`src/hw/rtl/fm0_pkg.sv`:
```
// Shared types, constants and control-word layout for the FM0 frame line encoder.
// No dependencies; imported by every module of the block.
package fm0_pkg;

    localparam int MAX_PREAMBLE_DEF = 6;

    localparam int CFG_IDX_W  = 2;
    localparam int CFG_DATA_W = 16;

    localparam logic [CFG_IDX_W-1:0] CFG_PATTERN   = 2'd0;
    localparam logic [CFG_IDX_W-1:0] CFG_PRE_BYTES = 2'd1;
    localparam logic [CFG_IDX_W-1:0] CFG_PERIOD    = 2'd2;
    localparam logic [CFG_IDX_W-1:0] CFG_GAP       = 2'd3;

    localparam logic [7:0]  PATTERN_RST   = 8'd170;
    localparam logic [2:0]  PRE_BYTES_RST = 3'd2;
    localparam logic [15:0] PERIOD_RST    = 16'd1600;
    localparam logic [15:0] GAP_RST       = 16'd16000;

    localparam logic [2:0] LAST_BIT = 3'd7;

    typedef logic [2:0] step_t;

    localparam step_t STEP_FETCH     = 3'd0;
    localparam step_t STEP_PRE_INIT  = 3'd1;
    localparam step_t STEP_PRE_CHK   = 3'd2;
    localparam step_t STEP_PRE_BIT   = 3'd3;
    localparam step_t STEP_LOAD_DATA = 3'd4;
    localparam step_t STEP_DATA_BIT  = 3'd5;
    localparam step_t STEP_END_CHK   = 3'd6;
    localparam step_t STEP_GAP       = 3'd7;

    typedef enum logic [2:0] {
        OP_FETCH,
        OP_PRE_INIT,
        OP_PRE_LOAD,
        OP_EMIT_PRE,
        OP_LOAD_DATA,
        OP_EMIT_DATA,
        OP_NOP,
        OP_EMIT_GAP
    } ctl_op_t;

    typedef enum logic [2:0] {
        COND_ALWAYS,
        COND_IN_START,
        COND_PRE_ZERO,
        COND_BIT_MORE,
        COND_FRAME_END
    } cond_t;

    typedef struct packed {
        ctl_op_t op;
        cond_t   cond;
        step_t   tgt_true;
        step_t   tgt_false;
    } ctl_word_t;

    typedef struct packed {
        logic [7:0]  pattern;
        logic [2:0]  pre_bytes;
        logic [15:0] period;
        logic [15:0] gap;
    } cfg_t;

    typedef struct packed {
        logic pre_zero;
        logic bit_more;
        logic frame_end;
        logic out_busy;
    } dp_status_t;

endpackage

```
`src/hw/rtl/fm0_ucode_rom.sv`:
```
// Control store of the FM0 sequencer: one control word per step.
// Depends on fm0_pkg for the control-word layout and step codes.
module fm0_ucode_rom
    import fm0_pkg::*;
(
    input  step_t     step,
    output ctl_word_t word
);

    always_comb
    begin
        unique case (step)
            STEP_FETCH:     word = '{OP_FETCH,     COND_IN_START,  STEP_PRE_INIT, STEP_LOAD_DATA};
            STEP_PRE_INIT:  word = '{OP_PRE_INIT,  COND_ALWAYS,    STEP_PRE_CHK,  STEP_PRE_CHK};
            STEP_PRE_CHK:   word = '{OP_PRE_LOAD,  COND_PRE_ZERO,  STEP_LOAD_DATA, STEP_PRE_BIT};
            STEP_PRE_BIT:   word = '{OP_EMIT_PRE,  COND_BIT_MORE,  STEP_PRE_BIT,  STEP_PRE_CHK};
            STEP_LOAD_DATA: word = '{OP_LOAD_DATA, COND_ALWAYS,    STEP_DATA_BIT, STEP_DATA_BIT};
            STEP_DATA_BIT:  word = '{OP_EMIT_DATA, COND_BIT_MORE,  STEP_DATA_BIT, STEP_END_CHK};
            STEP_END_CHK:   word = '{OP_NOP,       COND_FRAME_END, STEP_GAP,      STEP_FETCH};
            STEP_GAP:       word = '{OP_EMIT_GAP,  COND_ALWAYS,    STEP_FETCH,    STEP_FETCH};
            default:        word = '{OP_NOP,       COND_ALWAYS,    STEP_FETCH,    STEP_FETCH};
        endcase
    end

endmodule

```
`src/hw/rtl/fm0_datapath.sv`:
```
// Datapath of the FM0 encoder: shift register, bit and preamble counters, line level
// and the result register. Driven by control words; depends on fm0_pkg.
module fm0_datapath
    import fm0_pkg::*;
#(
    parameter int MAX_PREAMBLE = MAX_PREAMBLE_DEF
)
(
    input  logic        clk,
    input  logic        rst_n,
    input  ctl_op_t     op,
    input  logic        go,
    input  cfg_t        cfg,
    input  logic [7:0]  data_byte,
    input  logic        frame_end,
    input  logic        out_ready,
    output dp_status_t  status,
    output logic        out_valid,
    output logic        first_half_level,
    output logic        second_half_level,
    output logic [15:0] hold_ticks,
    output logic        gap_symbol,
    output logic        last_of_run
);

    localparam int PW = (MAX_PREAMBLE > 0) ? $clog2(MAX_PREAMBLE + 1) : 1;

    logic [7:0]    data_reg, data_next;
    logic [7:0]    shift_reg, shift_next;
    logic [2:0]    bit_cnt_reg, bit_cnt_next;
    logic [PW-1:0] pre_cnt_reg, pre_cnt_next;
    logic          end_reg, end_next;
    logic          line_reg, line_next;
    logic          out_valid_reg, out_valid_next;
    logic          first_reg, first_next;
    logic          second_reg, second_next;
    logic [15:0]   hold_reg, hold_next;
    logic          gap_reg, gap_next;
    logic          last_reg, last_next;
    logic          bit_level;

    assign bit_level = ~line_reg;

    always_comb
    begin
        data_next      = data_reg;
        shift_next     = shift_reg;
        bit_cnt_next   = bit_cnt_reg;
        pre_cnt_next   = pre_cnt_reg;
        end_next       = end_reg;
        line_next      = line_reg;
        out_valid_next = out_valid_reg && !out_ready;
        first_next     = first_reg;
        second_next    = second_reg;
        hold_next      = hold_reg;
        gap_next       = gap_reg;
        last_next      = last_reg;
        if (go)
        begin
            unique case (op)
                OP_FETCH:
                begin
                    data_next = data_byte;
                    end_next  = frame_end;
                end
                OP_PRE_INIT:
                begin
                    line_next = 1'b0;
                    if (int'(cfg.pre_bytes) > MAX_PREAMBLE)
                        pre_cnt_next = PW'(MAX_PREAMBLE);
                    else
                        pre_cnt_next = PW'(cfg.pre_bytes);
                end
                OP_PRE_LOAD:
                begin
                    shift_next   = cfg.pattern;
                    bit_cnt_next = LAST_BIT;
                    if (pre_cnt_reg != '0)
                        pre_cnt_next = pre_cnt_reg - PW'(1);
                end
                OP_LOAD_DATA:
                begin
                    shift_next   = data_reg;
                    bit_cnt_next = LAST_BIT;
                end
                OP_EMIT_PRE, OP_EMIT_DATA:
                begin
                    shift_next     = {shift_reg[6:0], 1'b0};
                    bit_cnt_next   = bit_cnt_reg - 3'd1;
                    line_next      = shift_reg[7] ? bit_level : line_reg;
                    out_valid_next = 1'b1;
                    first_next     = bit_level;
                    second_next    = shift_reg[7] ? bit_level : line_reg;
                    hold_next      = {1'b0, cfg.period[15:1]};
                    gap_next       = 1'b0;
                    last_next      = (op == OP_EMIT_DATA) && (bit_cnt_reg == '0) && !end_reg;
                end
                OP_EMIT_GAP:
                begin
                    line_next      = bit_level;
                    out_valid_next = 1'b1;
                    first_next     = bit_level;
                    second_next    = bit_level;
                    hold_next      = cfg.gap;
                    gap_next       = 1'b1;
                    last_next      = 1'b1;
                end
                OP_NOP:
                begin
                end
                default:
                begin
                end
            endcase
        end
    end

    always_ff @(posedge clk or negedge rst_n)
    begin
        if (!rst_n)
        begin
            bit_cnt_reg   <= '0;
            pre_cnt_reg   <= '0;
            line_reg      <= 1'b0;
            out_valid_reg <= 1'b0;
        end
        else
        begin
            bit_cnt_reg   <= bit_cnt_next;
            pre_cnt_reg   <= pre_cnt_next;
            line_reg      <= line_next;
            out_valid_reg <= out_valid_next;
        end
    end

    always_ff @(posedge clk)
    begin
        data_reg   <= data_next;
        shift_reg  <= shift_next;
        end_reg    <= end_next;
        first_reg  <= first_next;
        second_reg <= second_next;
        hold_reg   <= hold_next;
        gap_reg    <= gap_next;
        last_reg   <= last_next;
    end

    assign status.pre_zero  = (pre_cnt_reg == '0);
    assign status.bit_more  = (bit_cnt_reg != '0);
    assign status.frame_end = end_reg;
    assign status.out_busy  = out_valid_reg && !out_ready;

    assign out_valid         = out_valid_reg;
    assign first_half_level  = first_reg;
    assign second_half_level = second_reg;
    assign hold_ticks        = hold_reg;
    assign gap_symbol        = gap_reg;
    assign last_of_run       = last_reg;

endmodule

```
`src/hw/rtl/fm0_frame_line_encoder.sv`:
```
// Top level of the FM0 frame line encoder: step counter, jump logic, configuration
// registers. Depends on fm0_pkg, fm0_ucode_rom and fm0_datapath.
//
//   channel | direction | handshake             | payload
//   --------+-----------+-----------------------+----------------------------------------
//   in      | input     | in_valid / in_ready   | data_byte, frame_start, frame_end
//   out     | output    | out_valid / out_ready | first/second_half_level, hold_ticks,
//           |           |                       | gap_symbol, last_of_run
//   cfg     | input     | cfg_we                | cfg_index, cfg_data
//
// One control step per cycle unless a fetch waits for input or a held result stalls an
// emitting step. Preamble bytes precede a byte that opens a frame and the gap symbol
// follows one that closes it; each preamble or data bit is one step emitting one symbol.
// Reset puts the step counter at fetch and the configuration registers at their defaults.
// A result left untaken freezes the step counter at the next emitting step.
module fm0_frame_line_encoder
    import fm0_pkg::*;
#(
    parameter int MAX_PREAMBLE = MAX_PREAMBLE_DEF
)
(
    input  logic                  clk,
    input  logic                  rst_n,
    input  logic                  in_valid,
    output logic                  in_ready,
    input  logic [7:0]            data_byte,
    input  logic                  frame_start,
    input  logic                  frame_end,
    output logic                  out_valid,
    input  logic                  out_ready,
    output logic                  first_half_level,
    output logic                  second_half_level,
    output logic [15:0]           hold_ticks,
    output logic                  gap_symbol,
    output logic                  last_of_run,
    input  logic                  cfg_we,
    input  logic [CFG_IDX_W-1:0]  cfg_index,
    input  logic [CFG_DATA_W-1:0] cfg_data
);

    step_t      step_reg, step_next;
    ctl_word_t  word;
    dp_status_t status;
    cfg_t       cfg_reg, cfg_next;
    logic       go;
    logic       emit;
    logic       taken;

    fm0_ucode_rom u_rom
    (
        .step (step_reg),
        .word (word)
    );

    fm0_datapath #(
        .MAX_PREAMBLE (MAX_PREAMBLE)
    ) u_dp
    (
        .clk               (clk),
        .rst_n             (rst_n),
        .op                (word.op),
        .go                (go),
        .cfg               (cfg_reg),
        .data_byte         (data_byte),
        .frame_end         (frame_end),
        .out_ready         (out_ready),
        .status            (status),
        .out_valid         (out_valid),
        .first_half_level  (first_half_level),
        .second_half_level (second_half_level),
        .hold_ticks        (hold_ticks),
        .gap_symbol        (gap_symbol),
        .last_of_run       (last_of_run)
    );

    assign emit     = (word.op == OP_EMIT_PRE) || (word.op == OP_EMIT_DATA)
                      || (word.op == OP_EMIT_GAP);
    assign in_ready = (word.op == OP_FETCH);
    assign go       = (in_ready && in_valid) || (emit && !status.out_busy)
                      || (!in_ready && !emit);

    always_comb
    begin
        unique case (word.cond)
            COND_ALWAYS:    taken = 1'b1;
            COND_IN_START:  taken = frame_start;
            COND_PRE_ZERO:  taken = status.pre_zero;
            COND_BIT_MORE:  taken = status.bit_more;
            COND_FRAME_END: taken = status.frame_end;
            default:        taken = 1'b1;
        endcase
        step_next = step_reg;
        if (go)
            step_next = taken ? word.tgt_true : word.tgt_false;
    end

    always_comb
    begin
        cfg_next = cfg_reg;
        if (cfg_we)
        begin
            unique case (cfg_index)
                CFG_PATTERN:   cfg_next.pattern   = cfg_data[7:0];
                CFG_PRE_BYTES: cfg_next.pre_bytes = cfg_data[2:0];
                CFG_PERIOD:    cfg_next.period    = cfg_data[15:0];
                CFG_GAP:       cfg_next.gap       = cfg_data[15:0];
                default:       cfg_next = cfg_reg;
            endcase
        end
    end

    always_ff @(posedge clk or negedge rst_n)
    begin
        if (!rst_n)
        begin
            step_reg <= STEP_FETCH;
            cfg_reg  <= '{PATTERN_RST, PRE_BYTES_RST, PERIOD_RST, GAP_RST};
        end
        else
        begin
            step_reg <= step_next;
            cfg_reg  <= cfg_next;
        end
    end

    // an unmarked item goes straight to loading its data
    a_no_start_skips_preamble: assert property (@(posedge clk) disable iff (!rst_n)
        in_valid && in_ready && !frame_start |=> step_reg == STEP_LOAD_DATA)
        else $error("item without frame start did not skip the preamble");

    // preamble symbols never close an item
    a_pre_not_last: assert property (@(posedge clk) disable iff (!rst_n)
        go && word.op == OP_EMIT_PRE |=> out_valid && !last_of_run && !gap_symbol)
        else $error("preamble symbol marked as last of run");

    // the final data bit of an unclosed frame byte closes the item and moves to the end check
    a_last_data_bit: assert property (@(posedge clk) disable iff (!rst_n)
        go && word.op == OP_EMIT_DATA && !status.bit_more && !status.frame_end
        |=> out_valid && last_of_run && step_reg == STEP_END_CHK)
        else $error("final data bit did not close the item");

    // a gap symbol is always the last of its run
    a_gap_last: assert property (@(posedge clk) disable iff (!rst_n)
        out_valid && gap_symbol |-> last_of_run)
        else $error("gap symbol not marked as last of run");

    // the step counter holds at an emitting step while a result waits
    a_stall_holds: assert property (@(posedge clk) disable iff (!rst_n)
        emit && status.out_busy |=> $stable(step_reg))
        else $error("sequencer advanced over a stalled result");

endmodule
```
`config.mk`:
```
export PLATFORM = sky130hd
export DESIGN_NAME = fm0_frame_line_encoder
export DESIGN_NICKNAME = d
export VERILOG_FILES = /design/src/hw/rtl/fm0_pkg.sv /design/src/hw/rtl/fm0_ucode_rom.sv /design/src/hw/rtl/fm0_datapath.sv /design/src/hw/rtl/fm0_frame_line_encoder.sv
export SDC_FILE = /design/constraint.sdc
export NUM_CORES = 1
export LEC_CHECK = 0
export BUFFER_PORTS_ARGS = -buffer_cell sky130_fd_sc_hd__buf_2
export CAP_MARGIN = 10
export CORE_UTILIZATION = 40
export CTS_CLUSTER_SIZE = 14
export DETAILED_ROUTE_END_ITERATION = 7
export PLACE_DENSITY = 0.7
export REMOVE_ABC_BUFFERS = 1
export SKIP_CTS_REPAIR_TIMING = 1
export SKIP_LAST_GASP = 1
export SYNTH_ARGS = -nofsm -noshare
export SYNTH_HDL_FRONTEND = slang
export SYNTH_HIERARCHICAL = 1
export SYNTH_SLANG_ARGS = --single-unit
```
`constraint.sdc`:
```
create_clock -name clk -period 3.53 [get_ports clk]
set_input_delay 0.353 -clock clk [delete_from_list [all_inputs] [get_ports clk]]
set_output_delay 0.353 -clock clk [all_outputs]
set_load 0.05 [all_outputs]
```
==> summary.md, run 1 <==
| Metric | Value |
|---|---|
| Multi-input gate area | 1520 um2 |
| Max Freq | 385 MHz |
| Met3 Use GR | 2.58% |
| Clk_lat worst skew | 0.36 ns |
| Cell Area, Synth | 4130 um2 |
| DR iter-0 viols | between 100 and 150 |
| Gr usage total | ~16% |
| Final Power | approximately 4.5 mW |
| Synth warn | 6 |
| Proportion of layout cells with a drive suffix above 1 | 38.0% |
| # DRC | 0 |
| Fill cells | 918 |
| Tmin final | 2.59 ns |
| # setup viols final | 0 |
| CP Launch Type | register |
| Final Skew | 0.00873 ns |
| Total wire length | 8.11 mm |
| Clock Sinks | 90 |
| Worst vdd ir | 0.318 mV |
| Number of CTS-inserted buffers | 9 |
| Register area | 2450 um2 |
| CTS tree | yes |
| P&R area growth vs syn | 14.2% |
| Antenna-violating nets left | 0 |
| Ratio of final minimum period to clock period | 73.5% |
| Final slew viol count | 0 |
| Req. time, crit path | around 3.6 ns |
| Met2 Use GR | 25.9% |
| Worst R2R Setup Slack | 0.94 ns |
| RePlAce Congestion | approximately 0.73 |
| Setup CP Type | reg -> reg |
| Combinational power share | 44.5% |
| Slew Limit Headroom | 49.9% |
| # rows | 36 |
| Setup Slack @ Placement | roughly 0.95 ns |
| CTS Root Cell | clkbuf_8 |
| Via/cell ratio | about 5 |
| DP HPWL | 5.57 mm |
| Die Area | 10700 um2 |
| Grt total ovfl | 0 |
| Largest register FFs | 42 |
| Largest net degree at the start of global routing | 33 |
| Core ar. | 9910 um2 |
| WL/cell | 15.4 um |
| Initial Utilization | 41.7% |
| RSZ-0062 raised after global routing | no |
| Slew @ Worst Pin | about 0.75 ns |
| Sequential fraction of design power | 39.7% |
| Clk network pwr share | 15.8% |
| Non-Filler Instances | 525 |
| Hold path cells | 1 |
| Net Sw Frac | 42.1% |
| # Max-Cap Violations | 0 |
| DR vias | around 2600 |
| Final-report hold violation count | 0 |
| Vias in the first global route | 2662 |
| Most frequent cells in the layout | 54 x buf_2, 53 x nand2_1, 43 x mux2_2 |
| IO Port Bufs | 54 |
| R2R depth | 5 |
| Switching power | 1.89 mW |
| Crit path DAT | 2.63 ns |
| Die Ht | 104 um |
| Die W | around 100 um |
| Worst Setup End Kind | register |
| First-pass DRT Iterations | 4 |
| Pwr Density | 954 nW/um2 |
| Status | completed |
| Final worst setup slack | 0.935 ns |
| First-pass GRT wire length | 13.4 mm |
| Crit-path max FO | 23 |
| Clock-pin slew on the worst setup and hold paths | 0.09 ns |
| Leak Pwr | 2.04 nW |
| H-tree depth | 3 |
| Mean Syn Cell Area | about 13 um2 |
| Setup TNS | 0 ns |
| Placed insts | 508 |
| Internal Power | between 2 and 3 mW |
| # nets final | ~430 |
| Initial antenna violation count | 0 |
| Most common cell after layout, fill and taps aside | buf_2 |
| Gate Count Post-Synth | between 300 and 400 |
| IO Pins | 55 |
| M1 GR Usage | between 20% and 30% |
| Maximum root-to-sink buffer count | 2 |
| Gr busiest metal | met2 |
| Worst Hold Class | in -> reg |
| Diode count | 0 |
## power by group through the flow
stage | logic, mW | clock network [mW] | registers [mW]
3_3_place_gp | 1.94 | 0 | 1.79
5_1_grt | 2.17 | 0.779 | 1.83
3_5_place_dp | 2.01 | 0 | 1.81
6_report | 2.00 | 0.710 | 1.78
4_1_cts | 2.01 | 0.728 | 1.79
2_1_floorplan | 0.991 | 0 | 2.27
## cell type report
| type | count | share of cell area, % |
|---|---|---|
| clock buffers | 9 | 2.63 |
| clock inverters | 7 | 1.62 |
| inverters | 12 | 0.955 |
| multi-input cells | 212 | 32.1 |
| flip-flops and latches | 90 | 52.1 |
| well taps | 133 | 3.53 |
| repair buffers | 62 | 7.06 |
## per-layer routing
metal | wire, um | vias up | share of wire, %
li1 | - | 1271 | -
met4 | 192 | 0 | 2.4
met3 | 359 | 14 | 4.4
met2 | 3870 | 65 | 48
met5 | 0 | - | 0
met1 | 3690 | 1277 | 46
## path summary, 6_finish.rpt
check | startpoint | end
setup reg to reg | step_reg[2] | u_dp/hold_ticks[0]
hold / removal | data_byte[5] | u_dp/data_reg[5]
setup / recovery | step_reg[2] | u_dp/hold_ticks[0]
hold reg to reg | cfg_reg[15] | cfg_reg[15]
max in group asynchronous | rst_n | cfg_reg[33]
min in group asynchronous | rst_n | cfg_reg[28]
## metrics by stage
step | hold WS [ns] | cell area (um2) | util [%]
6_report | 0.181 | 4710 | 47.6
4_1_cts | -0.0386 | 4700 | 47.5
5_1_grt | 0.161 | 4710 | 47.6
2_1_floorplan | 0.0574 | 4010 | -
3_3_place_gp | 0.360 | 4500 | 45.5
3_5_place_dp | 0.362 | 4500 | 45.5
## worst max-delay path, cell delays in order, from the launching register on
cell	delay, ns
dfrtp_1	0.66
or2_2	0.43
a31oi_2	0.49
nand2_1	0.23
a21oi_2	0.15
buf_4	0.30
(Power assumes the default switching activity.)
==> inputs of run 2 (changes only) <==
--- a/config.mk
+++ b/config.mk
@@ -10,7 +10,7 @@
 export CORE_UTILIZATION = 40
 export CTS_CLUSTER_SIZE = 14
 export DETAILED_ROUTE_END_ITERATION = 7
-export PLACE_DENSITY = 0.7
+export PLACE_DENSITY = 0.72
 export REMOVE_ABC_BUFFERS = 1
 export SKIP_CTS_REPAIR_TIMING = 1
 export SKIP_LAST_GASP = 1
==> constraint.sdc (replaced) <==
create_clock -name clk -period 2.15 [get_ports clk]
set_input_delay 0.215 -clock clk [delete_from_list [all_inputs] [get_ports clk]]
set_output_delay 0.215 -clock clk [all_outputs]
set_load 0.05 [all_outputs]
==> summary.md, run 2 (synthesis results as in run 1) <==
| Metric | Value |
|---|---|
| Status | completed |
| Worst Setup End Kind | register |
| Initial Utilization | 41.7% |
| Largest register FFs | 42 |
| # setup viols final | 0 |
| Vias in the first global route | about 2800 |
| Core ar. | approximately 10000 um2 |
| Antenna-violating nets left | 0 |
| Worst stage delay on the critical path | ~0.44 ns |
| RePlAce Congestion | 0.882 |
| First-pass DRT Iterations | 4 |
| Clk_lat worst skew | about 0.36 ns |
| Crit path from | step_reg[1] |
| Slew @ Worst Pin | 0.564 ns |
| Worst-path cell chain | or2_2, a31oi_2, buf_4, o2111ai_2, or3_1, o211ai_1 |
| Maximum root-to-sink buffer count | 2 |
| Number of CTS-inserted buffers | 9 |
| Proportion of layout cells with a drive suffix above 1 | 39.2% |
| CP max stage cell | dfrtp_1 |
| # DRC | 0 |
| Reg2Reg Capture Point | u_dp/pre_cnt_reg[0] |
| IO Pins | 55 |
| Most frequent cells in the layout | 54 x buf_2, 53 x nand2_1, 43 x mux2_2 |
| Clock Sinks | 90 |
| Met3 Use GR | 3.59% |
| Worst R2R Setup Slack | between 0.1 and 0.15 ns |
| Diode count | 0 |
| Slew Limit Headroom | 62.4% |
| Grt total ovfl | 0 |
| Largest net degree at the start of global routing | 32 |
| Met2 Use GR | 26.4% |
| # nets final | 437 |
| Initial antenna violation count | 0 |
| Gr usage total | approximately 16% |
| Crit-path max FO | 7 |
| Clock-pin slew on the worst setup and hold paths | 0.09 ns |
| CP Launch Type | register |
| Hold path endpoint | u_dp/data_reg[7] |
| Final Skew | 0.00974 ns |
| Req. time, crit path | around 2.4 ns |
| CTS tree | yes |
| Tmin final | roughly 2 ns |
| Most common cell after layout, fill and taps aside | buf_2 |
| Die Ht | 104 um |
| # rows | 36 |
| Ratio of final minimum period to clock period | 93.2% |
| Buf/Inv on CP | 1 |
| Hold path cells | 1 |
| H-tree depth | 3 |
| IO Port Bufs | 54 |
| Final Power | between 7 and 8 mW |
| Max Freq | around 500 MHz |
| R2R depth | 6 |
| DR vias | 2670 |
| Die W | 104 um |
| Leak Pwr | 2.08 nW |
| FF-to-FF Start | step_reg[1] |
| RSZ-0062 raised after global routing | no |
| DP HPWL | ~5.7 mm |
| Gr busiest metal | met2 |
| CP delay by family, top | simple AND/OR/NAND/NOR gates |
| First-pass GRT wire length | 13.4 mm |
| Worst Hold Class | in -> reg |
| M1 GR Usage | roughly 20% |
| Die Area | 10700 um2 |
| Hold_sp | data_byte[7] |
| Total wire length | between 8 and 9 mm |
| P&R area growth vs syn | 16.2% |
| Final worst setup slack | 0.146 ns |
| Final slew viol count | 0 |
| CTS Root Cell | clkbuf_8 |
| Setup CP Type | reg -> reg |
| Worst vdd ir | around 0.6 mV |
| # Max-Cap Violations | 0 |
| Final-report hold violation count | 0 |
| Crit path DAT | ~2.3 ns |
| Via/cell ratio | approximately 5 |
| Pwr Density | 1560 nW/um2 |
| DR iter-0 viols | 122 |
| Setup Slack @ Placement | 0.0879 ns |
| WL/cell | between 15 and 20 um |
| WHS | 0.0402 ns |
run 2: cell types whose count changed in the layout (fill, tap and decap cells not counted):
cell | previous run | this run
inv_4 | 0 | 1
clkinv_2 | 2 | 1
bufinv_16 | 1 | 0
buf_12 | 0 | 2
clkbuf_1 | 0 | 1
clkinvlp_4 | 1 | 2
o21ai_0 | 4 | 3
inv_8 | 1 | 0
inv_6 | 2 | 1
o21ai_1 | 0 | 1
buf_4 | 7 | 14
clkbuf_16 | 0 | 1
run 2: layer usage:
metal / vias to the layer above / share of wire (%) / wire, um
li1: 1287 / - / -
met1: 1313 / 45 / 3680
met2: 54 / 49 / 4010
met3: 16 / 3.1 / 254
met4: 0 / 2.0 / 165
met5: - / 0 / 0
run 2: layout make-up:
type / instances / area [um2]
inverter: 12 / 45.0
fill: 908 / 5110
tap: 133 / 166
clock inverter: 5 / 35.0
sequential: 90 / 2450
clock buffer: 11 / 153
timing repair buffer: 71 / 425
multi-input combinational: 212 / 1520
run 2: worst max-delay path by stage:
stage,end,slack [ns],cells after the start
floorplan,u_dp/gap_symbol,-0.87,4
global route,u_dp/pre_cnt_reg[0],0.04,6
finish,u_dp/pre_cnt_reg[0],0.15,6
CTS,step_reg[1],0.08,7
global placement,step_reg[1],0.23,7
detailed placement,step_reg[1],0.09,7
run 2: power breakdown:
part,switching (mW),internal (mW),total (mW)
Clock,0.601,0.494,1.09
Combinational,2.27,1.26,3.53
Sequential,0.245,2.62,2.86
run 2: through the flow:
step | instances | cell area, um2 | TNS (ns) | utilization, %
floorplan | 314 | 4010 | -24.58 | -
global placement | 517 | 4600 | 0 | 46.4
detailed placement | 517 | 4600 | 0 | 46.4
CTS | 533 | 4780 | 0 | 48.3
global route | 534 | 4790 | 0 | 48.4
finish | 534 | 4790 | 0 | 48.4
==> inputs of run 3 (changes only) <==
--- a/config.mk
+++ b/config.mk
@@ -7,12 +7,13 @@
 export LEC_CHECK = 0
 export BUFFER_PORTS_ARGS = -buffer_cell sky130_fd_sc_hd__buf_2
 export CAP_MARGIN = 10
+export CORE_ASPECT_RATIO = 0.9
+export CORE_MARGIN = 4
 export CORE_UTILIZATION = 40
 export CTS_CLUSTER_SIZE = 14
 export DETAILED_ROUTE_END_ITERATION = 7
 export PLACE_DENSITY = 0.72
 export REMOVE_ABC_BUFFERS = 1
-export SKIP_CTS_REPAIR_TIMING = 1
 export SKIP_LAST_GASP = 1
 export SYNTH_ARGS = -nofsm -noshare
 export SYNTH_HDL_FRONTEND = slang
==> summary.md, run 3 (synthesis results as in run 1) <==
| Metric | Value |
|---|---|
| Post-CTS setup buffer count | 0 |
| Non-Filler Instances | 527 |
| Combinational power share | between 40 and 50% |
| Slew @ Worst Pin | 0.615 ns |
| Crit-path max FO | 7 |
| Final-report hold violation count | 0 |
| WHS | 0.0616 ns |
| H-tree depth | 3 |
| Largest net degree at the start of global routing | 31 |
| Most common cell after layout, fill and taps aside | buf_2 |
| Slew Limit Headroom | 59.0% |
| Buf/Inv on CP | 1 |
| Leak Pwr | ~2.1 nW |
| Maximum root-to-sink buffer count | 2 |
| CTS Root Cell | clkbuf_16 |
| Pwr Density | 1610 nW/um2 |
| WL/cell | 15.5 um |
| Final worst setup slack | about 0.16 ns |
| Req. time, crit path | between 2 and 2.5 ns |
| Number of CTS-inserted buffers | 9 |
| CTS tree | yes |
| Die Ht | 104 um |
| Clock Sinks | 90 |
| Ratio of final minimum period to clock period | 92.5% |
| DP HPWL | 5.70 mm |
| Diode count | 0 |
| CP Launch Type | register |
| Worst R2R Setup Slack | 0.16 ns |
| Final slew viol count | 0 |
| Clk_lat worst skew | between 0.3 and 0.4 ns |
| Placed cell areas | 4590 um2 |
| # rows | 34 |
| Largest register FFs | 42 |
| Worst Hold Class | in -> reg |
| Worst vdd ir | about 0.75 mV |
| Antenna-violating nets left | 0 |
| # nets final | 437 |
| Setup TNS | 0 ns |
| Placed insts | 510 |
| P&R area growth vs syn | 18.1% |
| Sequential fraction of design power | between 30 and 40% |
| Final Power | 7.85 mW |
| Worst Setup End Kind | register |
| DR vias | 2660 |
| Final Skew | 0.0101 ns |
| DR iter-0 viols | 157 |
| Total wire length | 8.18 mm |
| First-pass DRT Iterations | 4 |
| Initial antenna violation count | 0 |
| Core ar. | 9870 um2 |
| Vias in the first global route | between 2000 and 3000 |
| Initial Utilization | 41.8% |
| Gr usage total | ~14% |
| Max Freq | 503 MHz |
| Worst-path cell chain | inv_2, ha_1, o21ai_1, mux2i_1, a211oi_2, mux2i_1, a21oi_1 |
| Setup CP Type | reg -> reg |
| Tmin final | 1.99 ns |
| # setup viols final | 0 |
| IO Port Bufs | 54 |
| Switching power | 3.16 mW |
| Setup Slack @ Placement | 0.0646 ns |
| RePlAce Congestion | 0.837 |
| Clk network pwr share | 18.3% |
| IO Pins | 55 |
| Final core utilization | 49.4% |
| Status | completed |
| CP most frequent cell | mux2i_1 |
| First-pass GRT wire length | 13.4 mm |
| CP max stage cell | dfrtp_1 |
| Die Area | 12000 um2 |
| Clock-pin slew on the worst setup and hold paths | roughly 0.06 ns |
| # DRC | 0 |
| Via/cell ratio | 5.05 |
| Proportion of layout cells with a drive suffix above 1 | 39.4% |
| Grt total ovfl | 0 |
| CP delay by family, top | compound AO/OA/AOI/OAI gates |
| RSZ-0062 raised after global routing | no |
| Crit path DAT | 2.20 ns |
| Internal Power | about 4.7 mW |
| Worst stage delay on the critical path | 0.45 ns |
| Die W | 115 um |
| Net Sw Frac | approximately 40% |
| Most frequent cells in the layout | 54 x buf_2, 53 x nand2_1, 43 x mux2_2 |
| # Max-Cap Violations | 0 |
| Final instance area | 4870 um2 |
==> run 3: cell count changes in the layout (fill, tap and decap cells not counted) <==
cell | before | now
clkbuf_1 | 1 | 0
clkbuf_16 | 1 | 9
clkbuf_8 | 9 | 0
clkinv_2 | 1 | 2
clkinv_4 | 0 | 2
clkinvlp_4 | 2 | 0
inv_6 | 1 | 2
==> run 3: cell type report <==
| type | count | area (um2) |
|---|---|---|
| clock buffers | 9 | 225 |
| clock inverters | 7 | 51.3 |
| multi-input cells | 212 | 1520 |
| repair buffers | 71 | 425 |
| well taps | 126 | 158 |
| flip-flops and latches | 90 | 2450 |
| inverters | 12 | 45.0 |
| fillers | 851 | 4990 |
==> run 3: per-layer routing <==
metal	GRT usage, %	part of all wire (%)	vias up
met2	22.9	49	72
met5	0	0	-
met3	3.61	5.6	9
met1	19.0	45	1294
met4	4.27	1.4	0
li1	-	-	1285
==> run 3: worst paths after layout <==
| kind | to | cells after the start | from |
|---|---|---|---|
| min reg2reg | cfg_reg[15] | 1 | cfg_reg[15] |
| max | step_reg[2] | 7 | step_reg[1] |
| max in group asynchronous | cfg_reg[38] | 3 | rst_n |
| min in group asynchronous | cfg_reg[28] | 2 | rst_n |
| max reg2reg | step_reg[2] | 7 | step_reg[1] |
| min | u_dp/data_reg[4] | 1 | data_byte[4] |
==> run 3: repair_timing <==
item	in CTS	in global routing
hold buffers	1	0
hold endpoints to repair	17	0
gates resized for setup	0	1
setup endpoints to repair	0	3
==> run 3: power groups by stage <==
| stage | Clock (mW) | Sequential (mW) | Combinational (mW) |
|---|---|---|---|
| final | 1.44 | 2.88 | 3.54 |
| after global routing | 1.54 | 2.94 | 3.84 |
| after CTS | 1.46 | 2.88 | 3.56 |
| after detailed placement | 0 | 2.91 | 3.54 |
| after global placement | 0 | 2.88 | 3.46 |
| after floorplan | 0 | 3.73 | 1.63 |
